$ cat src/hdl/tcle_pkg.sv
// Shared definitions for the canonical line editor: character and code constants,
// configuration reset values, and the controller/datapath command and status structs.
// No dependencies.
package tcle_pkg;

  localparam int DEFAULT_LINE_DEPTH = 32;

  localparam logic [1:0] CFG_MODE   = 2'd0;
  localparam logic [1:0] CFG_ERASE  = 2'd1;
  localparam logic [1:0] CFG_INTR   = 2'd2;
  localparam logic [1:0] CFG_IGNORE = 2'd3;

  localparam logic [6:0]  MODE_RESET   = 7'd63;
  localparam logic [7:0]  ERASE_RESET  = 8'd8;
  localparam logic [7:0]  INTR_RESET   = 8'd3;
  localparam logic [47:0] IGNORE_RESET = 48'h1A111C150C04;

  localparam int F_CANON     = 0;
  localparam int F_ECHO      = 1;
  localparam int F_ECHO_ERA  = 2;
  localparam int F_ICRNL     = 3;
  localparam int F_OPOST     = 4;
  localparam int F_ONLCR     = 5;
  localparam int F_OCRNL     = 6;

  localparam logic [1:0] PORT_ECHO   = 2'd0;
  localparam logic [1:0] PORT_READ   = 2'd1;
  localparam logic [1:0] PORT_SIGNAL = 2'd2;

  localparam logic [7:0] CH_NL    = 8'h0A;
  localparam logic [7:0] CH_CR    = 8'h0D;
  localparam logic [7:0] CH_BS    = 8'h08;
  localparam logic [7:0] CH_SP    = 8'h20;
  localparam logic [7:0] CH_CARET = 8'h5E;
  localparam logic [7:0] CH_AT    = 8'h40;

  typedef struct packed {
    logic capture;
    logic decode;
    logic emit_load;
    logic stream_load;
  } cmd_t;

  typedef struct packed {
    logic slot_free;
    logic dec_has_ent;
    logic dec_stream;
    logic has_stream;
    logic emit_final;
    logic stream_final;
  } sts_t;

endpackage

$ cat src/hdl/tty_canonical_line_editor_core.sv
// Top level of the terminal canonical line editor.
// Depends on tcle_pkg, tcle_ctrl and tcle_dp.
//
// The block takes one received byte per beat and returns its results one per beat, the
// final one marked by out_last. A byte is accepted and then classified in the following
// cycle; after that, results leave at one per cycle while out_ready stays high. An edit or
// echo byte has at most 6 results, when an interrupt byte's caret letter is itself a
// newline that expands to CR NL. A line end yields its echo (0 to 2 results) and then
// the stored line; the line store has a single read port and delivers one stored byte
// per cycle while out_ready stays high. The next byte is accepted as soon as the last
// result of the previous one sits in the output register. Configuration writes are
// always ready and are meant to be issued only while the block is idle.
module tty_canonical_line_editor_core #(
  parameter int LINE_DEPTH = tcle_pkg::DEFAULT_LINE_DEPTH
) (
  input  logic        clk,
  input  logic        rst_n,
  input  logic        cfg_valid,
  output logic        cfg_ready,
  input  logic [1:0]  cfg_index,
  input  logic [47:0] cfg_data,
  input  logic        in_valid,
  output logic        in_ready,
  input  logic [7:0]  in_byte,
  output logic        out_valid,
  input  logic        out_ready,
  output logic [1:0]  out_port,
  output logic [7:0]  out_byte,
  output logic        out_last
);

  tcle_pkg::cmd_t cmd;
  tcle_pkg::sts_t sts;

  assign cfg_ready = 1'b1;

  tcle_ctrl u_ctrl (
    .clk      (clk),
    .rst_n    (rst_n),
    .in_valid (in_valid),
    .in_ready (in_ready),
    .sts_i    (sts),
    .cmd_o    (cmd)
  );

  tcle_dp #(
    .LINE_DEPTH (LINE_DEPTH)
  ) u_dp (
    .clk       (clk),
    .rst_n     (rst_n),
    .cfg_valid (cfg_valid),
    .cfg_index (cfg_index),
    .cfg_data  (cfg_data),
    .in_byte   (in_byte),
    .out_valid (out_valid),
    .out_ready (out_ready),
    .out_port  (out_port),
    .out_byte  (out_byte),
    .out_last  (out_last),
    .cmd_i     (cmd),
    .sts_o     (sts)
  );

endmodule

$ cat src/hdl/tcle_ctrl.sv
// Sequencing state machine for the canonical line editor.
// Depends on tcle_pkg for the command and status structs.
module tcle_ctrl (
  input  logic           clk,
  input  logic           rst_n,
  input  logic           in_valid,
  output logic           in_ready,
  input  tcle_pkg::sts_t sts_i,
  output tcle_pkg::cmd_t cmd_o
);

  typedef enum logic [3:0] {
    ST_IDLE   = 4'b0001,
    ST_DECODE = 4'b0010,
    ST_EMIT   = 4'b0100,
    ST_STREAM = 4'b1000
  } state_t;

  state_t state_r, state_nxt;

  always_comb begin
    state_nxt = state_r;
    cmd_o = '0;
    in_ready = 1'b0;
    unique case (state_r)
      ST_IDLE: begin
        in_ready = 1'b1;
        if (in_valid) begin
          cmd_o.capture = 1'b1;
          state_nxt = ST_DECODE;
        end
      end
      ST_DECODE: begin
        cmd_o.decode = 1'b1;
        if (sts_i.dec_has_ent) begin
          state_nxt = ST_EMIT;
        end else if (sts_i.dec_stream) begin
          state_nxt = ST_STREAM;
        end else begin
          state_nxt = ST_IDLE;
        end
      end
      ST_EMIT: begin
        if (sts_i.slot_free) begin
          cmd_o.emit_load = 1'b1;
          if (sts_i.emit_final) begin
            state_nxt = sts_i.has_stream ? ST_STREAM : ST_IDLE;
          end
        end
      end
      ST_STREAM: begin
        if (sts_i.slot_free) begin
          cmd_o.stream_load = 1'b1;
          if (sts_i.stream_final) begin
            state_nxt = ST_IDLE;
          end
        end
      end
      default: begin
        state_nxt = ST_IDLE;
      end
    endcase
  end

  always_ff @(posedge clk) begin
    if (!rst_n) begin
      state_r <= ST_IDLE;
    end else begin
      state_r <= state_nxt;
    end
  end

  // A new byte is only taken once every result of the previous one is loaded.
  a_capture_clean: assert property (@(posedge clk) disable iff (!rst_n)
    cmd_o.capture |-> !(cmd_o.emit_load || cmd_o.stream_load || cmd_o.decode))
    else $error("capture overlaps result generation");

  // The decode step always follows a captured byte.
  a_decode_after_capture: assert property (@(posedge clk) disable iff (!rst_n)
    cmd_o.capture |=> cmd_o.decode)
    else $error("decode did not follow capture");

  // A line end with echo off goes straight to streaming the line.
  a_stream_direct: assert property (@(posedge clk) disable iff (!rst_n)
    (cmd_o.decode && !sts_i.dec_has_ent && sts_i.dec_stream) |=> state_r == ST_STREAM)
    else $error("line delivery skipped");

endmodule

$ cat src/hdl/tcle_dp.sv
// Datapath of the canonical line editor: configuration registers, line store,
// echo entry list with output post-processing, and the output register.
// Depends on tcle_pkg.
module tcle_dp #(
  parameter int LINE_DEPTH = tcle_pkg::DEFAULT_LINE_DEPTH
) (
  input  logic           clk,
  input  logic           rst_n,
  input  logic           cfg_valid,
  input  logic [1:0]     cfg_index,
  input  logic [47:0]    cfg_data,
  input  logic [7:0]     in_byte,
  output logic           out_valid,
  input  logic           out_ready,
  output logic [1:0]     out_port,
  output logic [7:0]     out_byte,
  output logic           out_last,
  input  tcle_pkg::cmd_t cmd_i,
  output tcle_pkg::sts_t sts_o
);

  localparam int FILL_W = $clog2(LINE_DEPTH + 1);
  localparam int ADDR_W = $clog2(LINE_DEPTH);

  logic [6:0]  flags_r;
  logic [7:0]  erase_r;
  logic [7:0]  intr_r;
  logic [47:0] ign_r;

  logic [7:0]        byte_r;
  logic [FILL_W-1:0] fill_r, fill_nxt;
  logic [FILL_W-1:0] stream_len_r, stream_len_nxt;
  logic [ADDR_W-1:0] rd_ptr_r, rd_ptr_nxt;
  logic [7:0]        rdata_r;
  logic [7:0]        mem [LINE_DEPTH];

  logic [1:0] ent_port_r [4];
  logic [7:0] ent_byte_r [4];
  logic [2:0] ent_cnt_r;
  logic [1:0] ent_idx_r;
  logic       sub_r;
  logic       stream_r;

  logic       out_valid_r;
  logic [1:0] out_port_r;
  logic [7:0] out_byte_r;
  logic       out_last_r;

  logic [1:0] d_port [4];
  logic [7:0] d_byte [4];
  logic [2:0] d_cnt;
  logic       d_stream;
  logic       we;
  logic [7:0] wdata;
  logic [7:0] vis0, vis1;
  logic [2:0] vis_cnt;
  logic       ign_lo, ign_hi, is_erase, is_intr, is_eol;

  logic [1:0] cur_port;
  logic [7:0] cur_byte;
  logic [7:0] emit_byte;
  logic       split_first;
  logic       emit_final;
  logic       stream_final;

  always_ff @(posedge clk) begin
    if (!rst_n) begin
      flags_r <= tcle_pkg::MODE_RESET;
      erase_r <= tcle_pkg::ERASE_RESET;
      intr_r  <= tcle_pkg::INTR_RESET;
      ign_r   <= tcle_pkg::IGNORE_RESET;
    end else if (cfg_valid) begin
      unique case (cfg_index)
        tcle_pkg::CFG_MODE:   flags_r <= cfg_data[6:0];
        tcle_pkg::CFG_ERASE:  erase_r <= cfg_data[7:0];
        tcle_pkg::CFG_INTR:   intr_r  <= cfg_data[7:0];
        tcle_pkg::CFG_IGNORE: ign_r   <= cfg_data;
        default: ;
      endcase
    end
  end

  always_comb begin
    ign_lo   = (byte_r == ign_r[7:0]) || (byte_r == ign_r[15:8]);
    ign_hi   = (byte_r == ign_r[23:16]) || (byte_r == ign_r[31:24]) ||
               (byte_r == ign_r[39:32]) || (byte_r == ign_r[47:40]);
    is_erase = (byte_r == erase_r) || (byte_r == tcle_pkg::CH_BS);
    is_intr  = (byte_r == intr_r);
    is_eol   = (byte_r == tcle_pkg::CH_NL) ||
               ((byte_r == tcle_pkg::CH_CR) && flags_r[tcle_pkg::F_ICRNL]);
    if (byte_r < tcle_pkg::CH_SP) begin
      vis0    = tcle_pkg::CH_CARET;
      vis1    = byte_r + tcle_pkg::CH_AT;
      vis_cnt = 3'd2;
    end else begin
      vis0    = byte_r;
      vis1    = byte_r;
      vis_cnt = 3'd1;
    end
  end

  always_comb begin
    for (int i = 0; i < 4; i++) begin
      d_port[i] = tcle_pkg::PORT_ECHO;
      d_byte[i] = 8'd0;
    end
    d_cnt          = 3'd0;
    d_stream       = 1'b0;
    we             = 1'b0;
    wdata          = byte_r;
    fill_nxt       = fill_r;
    stream_len_nxt = stream_len_r;
    if (!flags_r[tcle_pkg::F_CANON]) begin
      d_port[0] = tcle_pkg::PORT_READ;
      d_byte[0] = byte_r;
      d_cnt     = 3'd1;
    end else if (ign_lo || (!is_erase && !is_intr && ign_hi)) begin
      if (flags_r[tcle_pkg::F_ECHO]) begin
        d_byte[0] = vis0;
        d_byte[1] = vis1;
        d_cnt     = vis_cnt;
      end
    end else if (is_erase) begin
      if (fill_r != '0) begin
        fill_nxt = fill_r - FILL_W'(1);
        if (flags_r[tcle_pkg::F_ECHO_ERA]) begin
          d_byte[0] = tcle_pkg::CH_BS;
          d_byte[1] = tcle_pkg::CH_SP;
          d_byte[2] = tcle_pkg::CH_BS;
          d_cnt     = 3'd3;
        end
      end
    end else if (is_intr) begin
      d_port[0] = tcle_pkg::PORT_SIGNAL;
      d_byte[1] = tcle_pkg::CH_CARET;
      d_byte[2] = byte_r + tcle_pkg::CH_AT;
      d_byte[3] = tcle_pkg::CH_NL;
      d_cnt     = 3'd4;
    end else if (is_eol) begin
      we             = 1'b1;
      wdata          = tcle_pkg::CH_NL;
      stream_len_nxt = fill_r + FILL_W'(1);
      fill_nxt       = '0;
      d_stream       = 1'b1;
      if (flags_r[tcle_pkg::F_ECHO]) begin
        d_byte[0] = tcle_pkg::CH_NL;
        d_cnt     = 3'd1;
      end
    end else if (fill_r < FILL_W'(LINE_DEPTH - 1)) begin
      we       = 1'b1;
      fill_nxt = fill_r + FILL_W'(1);
      if (flags_r[tcle_pkg::F_ECHO]) begin
        d_byte[0] = vis0;
        d_byte[1] = vis1;
        d_cnt     = vis_cnt;
      end
    end
  end

  always_comb begin
    cur_port    = ent_port_r[ent_idx_r];
    cur_byte    = ent_byte_r[ent_idx_r];
    split_first = (cur_port == tcle_pkg::PORT_ECHO) && flags_r[tcle_pkg::F_OPOST] &&
                  (cur_byte == tcle_pkg::CH_NL) && flags_r[tcle_pkg::F_ONLCR] && !sub_r;
    emit_byte   = cur_byte;
    if ((cur_port == tcle_pkg::PORT_ECHO) && flags_r[tcle_pkg::F_OPOST]) begin
      if ((cur_byte == tcle_pkg::CH_NL) && flags_r[tcle_pkg::F_ONLCR]) begin
        emit_byte = sub_r ? tcle_pkg::CH_NL : tcle_pkg::CH_CR;
      end else if ((cur_byte == tcle_pkg::CH_CR) && flags_r[tcle_pkg::F_OCRNL]) begin
        emit_byte = tcle_pkg::CH_NL;
      end
    end
    emit_final   = ({1'b0, ent_idx_r} == (ent_cnt_r - 3'd1)) && !split_first;
    stream_final = (FILL_W'(rd_ptr_r) == (stream_len_r - FILL_W'(1)));
    if (cmd_i.decode) begin
      rd_ptr_nxt = '0;
    end else if (cmd_i.stream_load && !stream_final) begin
      rd_ptr_nxt = rd_ptr_r + ADDR_W'(1);
    end else begin
      rd_ptr_nxt = rd_ptr_r;
    end
  end

  always_ff @(posedge clk) begin
    if (cmd_i.decode && we) begin
      mem[fill_r[ADDR_W-1:0]] <= wdata;
    end
    if (cmd_i.decode && we && (fill_r[ADDR_W-1:0] == rd_ptr_nxt)) begin
      rdata_r <= wdata;
    end else begin
      rdata_r <= mem[rd_ptr_nxt];
    end
  end

  always_ff @(posedge clk) begin
    if (cmd_i.capture) begin
      byte_r <= in_byte;
    end
    if (cmd_i.decode) begin
      for (int i = 0; i < 4; i++) begin
        ent_port_r[i] <= d_port[i];
        ent_byte_r[i] <= d_byte[i];
      end
      ent_cnt_r    <= d_cnt;
      stream_len_r <= stream_len_nxt;
    end
    if (cmd_i.emit_load) begin
      out_port_r <= cur_port;
      out_byte_r <= emit_byte;
      out_last_r <= emit_final && !stream_r;
    end else if (cmd_i.stream_load) begin
      out_port_r <= tcle_pkg::PORT_READ;
      out_byte_r <= rdata_r;
      out_last_r <= stream_final;
    end
  end

  always_ff @(posedge clk) begin
    if (!rst_n) begin
      fill_r      <= '0;
      rd_ptr_r    <= '0;
      ent_idx_r   <= '0;
      sub_r       <= 1'b0;
      stream_r    <= 1'b0;
      out_valid_r <= 1'b0;
    end else begin
      rd_ptr_r <= rd_ptr_nxt;
      if (cmd_i.decode) begin
        fill_r    <= fill_nxt;
        ent_idx_r <= '0;
        sub_r     <= 1'b0;
        stream_r  <= d_stream;
      end else if (cmd_i.emit_load) begin
        if (split_first) begin
          sub_r <= 1'b1;
        end else begin
          sub_r     <= 1'b0;
          ent_idx_r <= ent_idx_r + 2'd1;
        end
      end
      if (cmd_i.emit_load || cmd_i.stream_load) begin
        out_valid_r <= 1'b1;
      end else if (out_ready) begin
        out_valid_r <= 1'b0;
      end
    end
  end

  always_comb begin
    sts_o.slot_free    = !out_valid_r || out_ready;
    sts_o.dec_has_ent  = (d_cnt != 3'd0);
    sts_o.dec_stream   = d_stream;
    sts_o.has_stream   = stream_r;
    sts_o.emit_final   = emit_final;
    sts_o.stream_final = stream_final;
  end

  assign out_valid = out_valid_r;
  assign out_port  = out_port_r;
  assign out_byte  = out_byte_r;
  assign out_last  = out_last_r;

  // A result is never loaded over one that the consumer has not taken.
  a_no_overwrite: assert property (@(posedge clk) disable iff (!rst_n)
    (cmd_i.emit_load || cmd_i.stream_load) |-> (!out_valid_r || out_ready))
    else $error("output register overwritten");

  // Between lines the store always keeps its last slot free for the line end.
  a_fill_bound: assert property (@(posedge clk) disable iff (!rst_n)
    fill_r <= FILL_W'(LINE_DEPTH - 1))
    else $error("line store overfilled");

  // Streaming never reads past the delivered line.
  a_stream_bound: assert property (@(posedge clk) disable iff (!rst_n)
    cmd_i.stream_load |-> (FILL_W'(rd_ptr_r) < stream_len_r))
    else $error("stream pointer past line end");

endmodule

$ cat config.mk
export PLATFORM = sky130hd
export DESIGN_NAME = tty_canonical_line_editor_core
export DESIGN_NICKNAME = d
export VERILOG_FILES = /design/src/hdl/tcle_pkg.sv /design/src/hdl/tty_canonical_line_editor_core.sv /design/src/hdl/tcle_ctrl.sv /design/src/hdl/tcle_dp.sv
export SDC_FILE = /design/constraint.sdc
export NUM_CORES = 1
export LEC_CHECK = 0
export BUFFER_PORTS_ARGS = -buffer_cell sky130_fd_sc_hd__buf_4
export CAP_MARGIN = 20
export CORE_MARGIN = 10
export CORE_UTILIZATION = 41
export CTS_BUF_LIST = sky130_fd_sc_hd__clkbuf_2 sky130_fd_sc_hd__clkbuf_4 sky130_fd_sc_hd__clkbuf_8
export CTS_CLUSTER_SIZE = 28
export DETAILED_ROUTE_END_ITERATION = 10
export SLEW_MARGIN = 20
export SYNTH_ARGS = -nofsm -noshare
export SYNTH_HDL_FRONTEND = slang
export SYNTH_HIERARCHICAL = 1
export SYNTH_SLANG_ARGS = --single-unit
export TNS_END_PERCENT = 30
$ cat constraint.sdc
create_clock -name clk -period 4.9 [get_ports clk]
set_clock_uncertainty 0.05 [all_clocks]
set_input_delay 0.98 -clock clk [delete_from_list [all_inputs] [get_ports clk]]
set_output_delay 0.98 -clock clk [all_outputs]
set_load 0.01 [all_outputs]
Word-level counts from Yosys, hierarchy flattened
Memories as Yosys holds them, arrays and structs flattened. A register that Yosys moved wholly into a read port is not among the register bits.
Index checks and enable logic that the tools add are counted.
{ "totals": {"out_inout_bits": 14, "ramBits": 296, "reg_bits": 119, "memories": 3, "mem_bits_ro": 0, "inputBits": 63, "wordCells": 201, "latchBits": 0} }
{ "op_classes": {"mul": 0, "eq_ne": 29, "n_reduce_logical": 45, "order_cmp": 2, "bitwise": 5, "n_addsub": 7, "shifts": 0, "muxes": 93, "div": 0} }
{ "memory_table": {"columns": ["name", "words", "width", "rd", "rd_clocked_by_memory_dff", "write_ports", "line", "rtl"], "rows": [
  ["u_dp.mem", 32, 8, 1, 1, 1, "tcle_dp.sv:35", "logic [7:0] mem [LINE_DEPTH];"],
  ["u_dp.ent_byte_r", 4, 8, 1, 1, 4, "tcle_dp.sv:38", "logic [7:0] ent_byte_r [4];"],
  ["u_dp.ent_port_r", 4, 2, 1, 1, 4, "tcle_dp.sv:37", "logic [1:0] ent_port_r [4];"]
]} }
{ "op_table": {"columns": ["operator", "n"], "rows": [
  ["$mux 8", 18],
  ["$mux 16", 5],
  ["$mux 24", 3],
  ["$eq 8x8->1", 8],
  ["$eq 8x4->1 const B", 5],
  ["$mux 4", 9],
  ["$mux 6", 5],
  ["$mux 1", 28],
  ["$mux 2", 14],
  ["$mux 3", 7],
  ["$mux 20", 1],
  ["$pmux 4 s4", 1],
  ["$logic_and 1x1->1", 13],
  ["$reduce_and 6->1", 2],
  ["$sub 6x1->6 const B", 2],
  ["$mux 5", 2],
  ["$reduce_and 2->1", 5],
  ["$logic_or 1x1->1", 9],
  ["$add 8x7->8 const B", 1],
  ["$lt 8x6->1 const B", 1],
  ["$ne 2x2->1 const B", 4],
  ["$logic_not 1->1", 7],
  ["$add 6x1->6 const B", 1],
  ["$eq 5x6->1", 1],
  ["19 further kinds", 29]
]} }

Depth between registers and ports, before layout
{ "logic_depth": {"depth_word": 12, "depth_mapped": 14, "mapped_depth_nobuf": 12} }

Modules after synthesis
Netlist, hierarchy kept.
{ "modules_own_cells": {"columns": ["module", "seq_area_each_um2", "cells_each", "instances", "area_per_inst_um2"], "rows": [
  ["tcle_dp", 11190.7, 1195, 1, 17137.7],
  ["tcle_ctrl", 80.1, 33, 1, 314.1],
  ["tty_canonical_line_editor_core", 0.0, 2, 1, 11.3]
]} }

Worst setup path before layout
OpenSTA, ideal clock, no wires.
{ "synth_timing": {"kind": "reg2reg", "startpoint": "reg u_ctrl.state_r[0]", "endpoint": "mem u_dp.mem[11][0], enable pin", "stages_incl_launch_ff": 8, "t_required_ps": 4480, "t_arrival_ps": 2593, "synth_period_minus_slack_ps": 3013, "path_slack_ps": 1887, "setup_ps": 370, "path_buffers": 1, "cell_sequence": "dfxtp_1 or4b_4 inv_2 clkbuf_1 nand3_1 nor4_2 nand2_1 nor2_1"} }
{ "synth_lines": {"columns": ["element", "line", "rtl"], "rows": [
  ["start, declared", "tcle_ctrl.sv:19", "state_t state_r, state_nxt;"],
  ["start signal, assigned", "tcle_ctrl.sv:69", "state_r <= state_nxt;"],
  ["end, declared", "tcle_dp.sv:35", null]
]} }

Worst setup path in the final report
{ "layout_timing": {"startpoint": "reg u_dp.byte_r[6]", "endpoint": "mem u_dp.mem[31][3], enable pin"} }
{ "layout_between": {"elab_chain_cells": 11, "word_cells_on_any_way": 31, "cone_classes": "eq/ne: 11; mux: 7; reduce/logical: 13"} }
{ "layout_rtl": {"columns": ["element", "line", "rtl"], "rows": [
  ["start, declared", "tcle_dp.sv:30", "logic [7:0] byte_r;"],
  ["start signal, assigned", "tcle_dp.sv:197", "byte_r <= in_byte;"],
  ["$eq 8x4->1 (tied with other cells)", "tcle_dp.sv:90", "((byte_r == tcle_pkg::CH_CR) && flags_r[tcle_pkg::F_ICRNL]);"],
  ["$logic_and 1x1->1 (tied with other cells)", "tcle_dp.sv:90", null],
  ["$logic_or 1x1->1 (tied with other cells)", "tcle_dp.sv:89", "is_eol = (byte_r == tcle_pkg::CH_NL) ||"],
  ["$mux 1 (tied with other cells)", "tcle_dp.sv:139", "end else if (is_eol) begin"],
  ["$mux 1 / $logic_and 1x1->1 (equally long branches)", "tcle_dp.sv:133, tcle_dp.sv:117", null],
  ["$mux 1 / $logic_or 1x1->1 (equally long branches)", "tcle_dp.sv:123, tcle_dp.sv:117", null],
  ["$mux 1 *", "tcle_dp.sv:117", "end else if (ign_lo || (!is_erase && !is_intr && ign_hi)) begin"],
  ["$mux 1 *", "tcle_dp.sv:113", "if (!flags_r[tcle_pkg::F_CANON]) begin"],
  ["$logic_and 1x1->1 *", "tcle_dp.sv:185", "if (cmd_i.decode && we) begin"],
  ["$mux 1 *", "tcle_dp.sv:185", null],
  ["$mux 1 (implied by the code) *", "tcle_dp.sv:186", "mem[fill_r[ADDR_W-1:0]] <= wdata;"]
]} }
Mark *: on every way between the ends. The rest lies on a longest branch, timed or not.

==> run metrics <==
die area=0.05125 sq mm; Post-synth EDFFs=310; Yosys reg bits=408; Root Buffer=clkbuf_8; Yosys top cell by area=edfxtp_1; Synth top area share=0.5331; first-pass GRT wire length=63710 microns; Setup WS post-layout=590.9 ps; Total Routing Usage GR=0.1646; total grt overflow=0; total clock sinks=408; Synth cell types=72; hpwl dp=27620 microns; RSZ-0062 raised after global routing=no; CTS Buffer Depth=3; CTS tree=built; post-cts sizing count=0; DR vias/cell=5.387; nets=1397; Die Height=226.4 microns; fin crit period=4309 ps; prevailing post-synth register cell=edfxtp_1; Synthesized Nets=1303; Startpoint Class=flop; PortBufs=75; drt pass-1 iters=5; Max-cap violations=0; Max VDD drop=0.1875 mV; TritonCTS buffer count=70; Max Slew Vio Count=0; worst skew pair latency=620 ps; Fmax=0.2321 GHz; FF+latch area=0.01128 sq mm; clock slew at the register clock pins of the worst setup and hold paths=60 ps; die extent in x=226.4 microns; H-tree levels=3; footprint of the multi-input gates=0.005747 sq mm; Setup crit end kind=flop; vias in the first global route=10544; worst min path class=reg2reg; Gate Count Post-Synth=1230; largest cells by area after synthesis=edfxtp_1 (53%), dfxtp_1 (11%), mux4_2 (11%), nand2_1 (3.9%), xor2_1 (2.6%); antenna viol nets, final=0; Hold-fix buffers, CTS=0; endpoints failing setup=0; slowest stage delay, CP=740 ps; Async S/R FF share, synth=0; Warnings, synthesis=6; CP arrival=4510 ps; Filler cells=3748; status=completed; Syn-to-layout area delta=14.19%; DRC errors left=0; Fin. Hold Viols=0; ant diodes=0; IO Pins=77; Post-Syn Area per Cell=14.20 sq um; Power Dens Cells=383.5 mW/mm^2; Post-synth top cells=edfxtp_1 (310), nand2_1 (180), dfxtp_1 (98), mux4_2 (82), nor2_1 (79); Hold Slack=427.3 ps; leakage power=6.728 nW; Min-Delay Path Depth=2; Seq/Total Area, Yosys=0.6454; overall power=7.647 mW; Worst R2R Path Depth=9; Post-Route WL=41590 microns; slew margin rel.=0.3623; Vias=10332; setup_tns=0 ps; Post-CTS Setup Bufs=0; critical path peak fanout=24; worst slack, placed=665.3 ps; WL/cell=21.68 microns; Placer Congestion=0.8193; initial antenna violation count=0; Initial Utilization=0.4154; num rows=75; required time of the critical path=5100 ps; Netlist Area Pre-Place=0.01746 sq mm; pin count of the biggest net entering global routing=90; Initial DRC Count=927; core area=0.04204 sq mm; kind of critical path=reg2reg; critical-path cell with the highest stage delay=nor2_1; fraction of layout cells with a size suffix above 1=0.2342; critical path, cell by cell=inv_1 > ha_1 > nand4bb_1 > or4_1 > o21ai_2 > or2_2 > nor4_2 > nand2_1 > nor2_1; most frequent cell after synthesis=edfxtp_1; fin crit share=0.8794; worst-margin pin slew=954.5 ps
## cell usage in the layout, fill, tap and decap left out, drive strengths merged, types with 6 or more instances in the layout
cell type and count:
nand2 180, nand4 9, o21ai 20, a21boi 53, inv 25, xor2 52, xnor2 29, and2 12
o2bb2ai 6, nand3 34, dfxtp 98, edfxtp 310, clkbuf 101, a21o 6, nor3 9, nor2 79
a21oi 16, nor2b 8, ha 10, mux2i 16, buf 95, clkinv 21, nand2b 8, mux4 82
nor4 16
## kinds of logic after synthesis
logic type	Yosys count	share of synthesized area
other cells	1	0.0002147
xor+xnor	81	0.04062
buf+inv	98	0.02601
mux	98	0.1149
simple gates	392	0.1059
fa+ha+maj	10	0.007165
flops	408	0.6454
compound gates	142	0.05975
## metal layers
layer  share of wire  GRT usage  vias to the layer above
met5               0          0                        -
met4           0.020    0.05778                        0
met3           0.071    0.03630                       64
met2            0.48     0.2610                      378
met1            0.43     0.2193                     5124
li1                -          -                     4766
## area by class of cell
cell class / count / share of cell area
Timing Repair Buffer: 95 / 0.03614
Clock buffer: 101 / 0.06281
Inverter: 25 / 0.004706
Multi-Input combinational cell: 724 / 0.2882
Clock inverter: 26 / 0.008847
Tap cell: 539 / 0.03382
Sequential cell: 408 / 0.5655
## worst max-delay path, delay by kind of cell (launching register included)
| kind | cells | cell delay, ps |
|---|---|---|
| and+or+nand+nor | 6 | 2440 |
| DFF | 1 | 700 |
| adders and majority gates | 1 | 290 |
| buffers and inverters | 1 | 240 |
| AOI/OAI and AO/OA | 1 | 240 |
## registers in the layout (all words and copies together) (netlist names), 7 cells and up, named ones only
register and cells:
u_dp/intr_r 8, u_dp/out_byte 8, u_dp/ent_byte_r 25, u_dp/byte_r 8
u_dp/mem 256, u_dp/flags_r 7, u_dp/erase_r 8, u_dp/ign_r 48
## final timing paths
check	startpoint	end	slack [ps]
worst max-delay path	u_dp/byte_r[6]	u_dp/mem[31][3]	590
worst min-delay path	u_dp/ign_r[1]	u_dp/ign_r[1]	430
worst max register to register	u_dp/byte_r[6]	u_dp/mem[31][3]	590
worst min register to register	u_dp/ign_r[1]	u_dp/ign_r[1]	430
## where the power goes
group | total [mW] | internal (mW) | switching [mW] | leakage, nW
Clock | 3.09 | 1.75 | 1.34 | 0.753
Combinational | 0.621 | 0.262 | 0.358 | 2.39
Sequential | 3.94 | 3.84 | 0.0978 | 3.59
## metrics by stage
step	util	instances	area (sq um)
floorplan	-	1230	17460
global placement	0.4400	1790	18500
detailed placement	0.4400	1790	18500
CTS	0.4740	1917	19930
global route	0.4743	1918	19940
finish	0.4743	1918	19940
No activity file was read; power rests on OpenSTA's default activity.
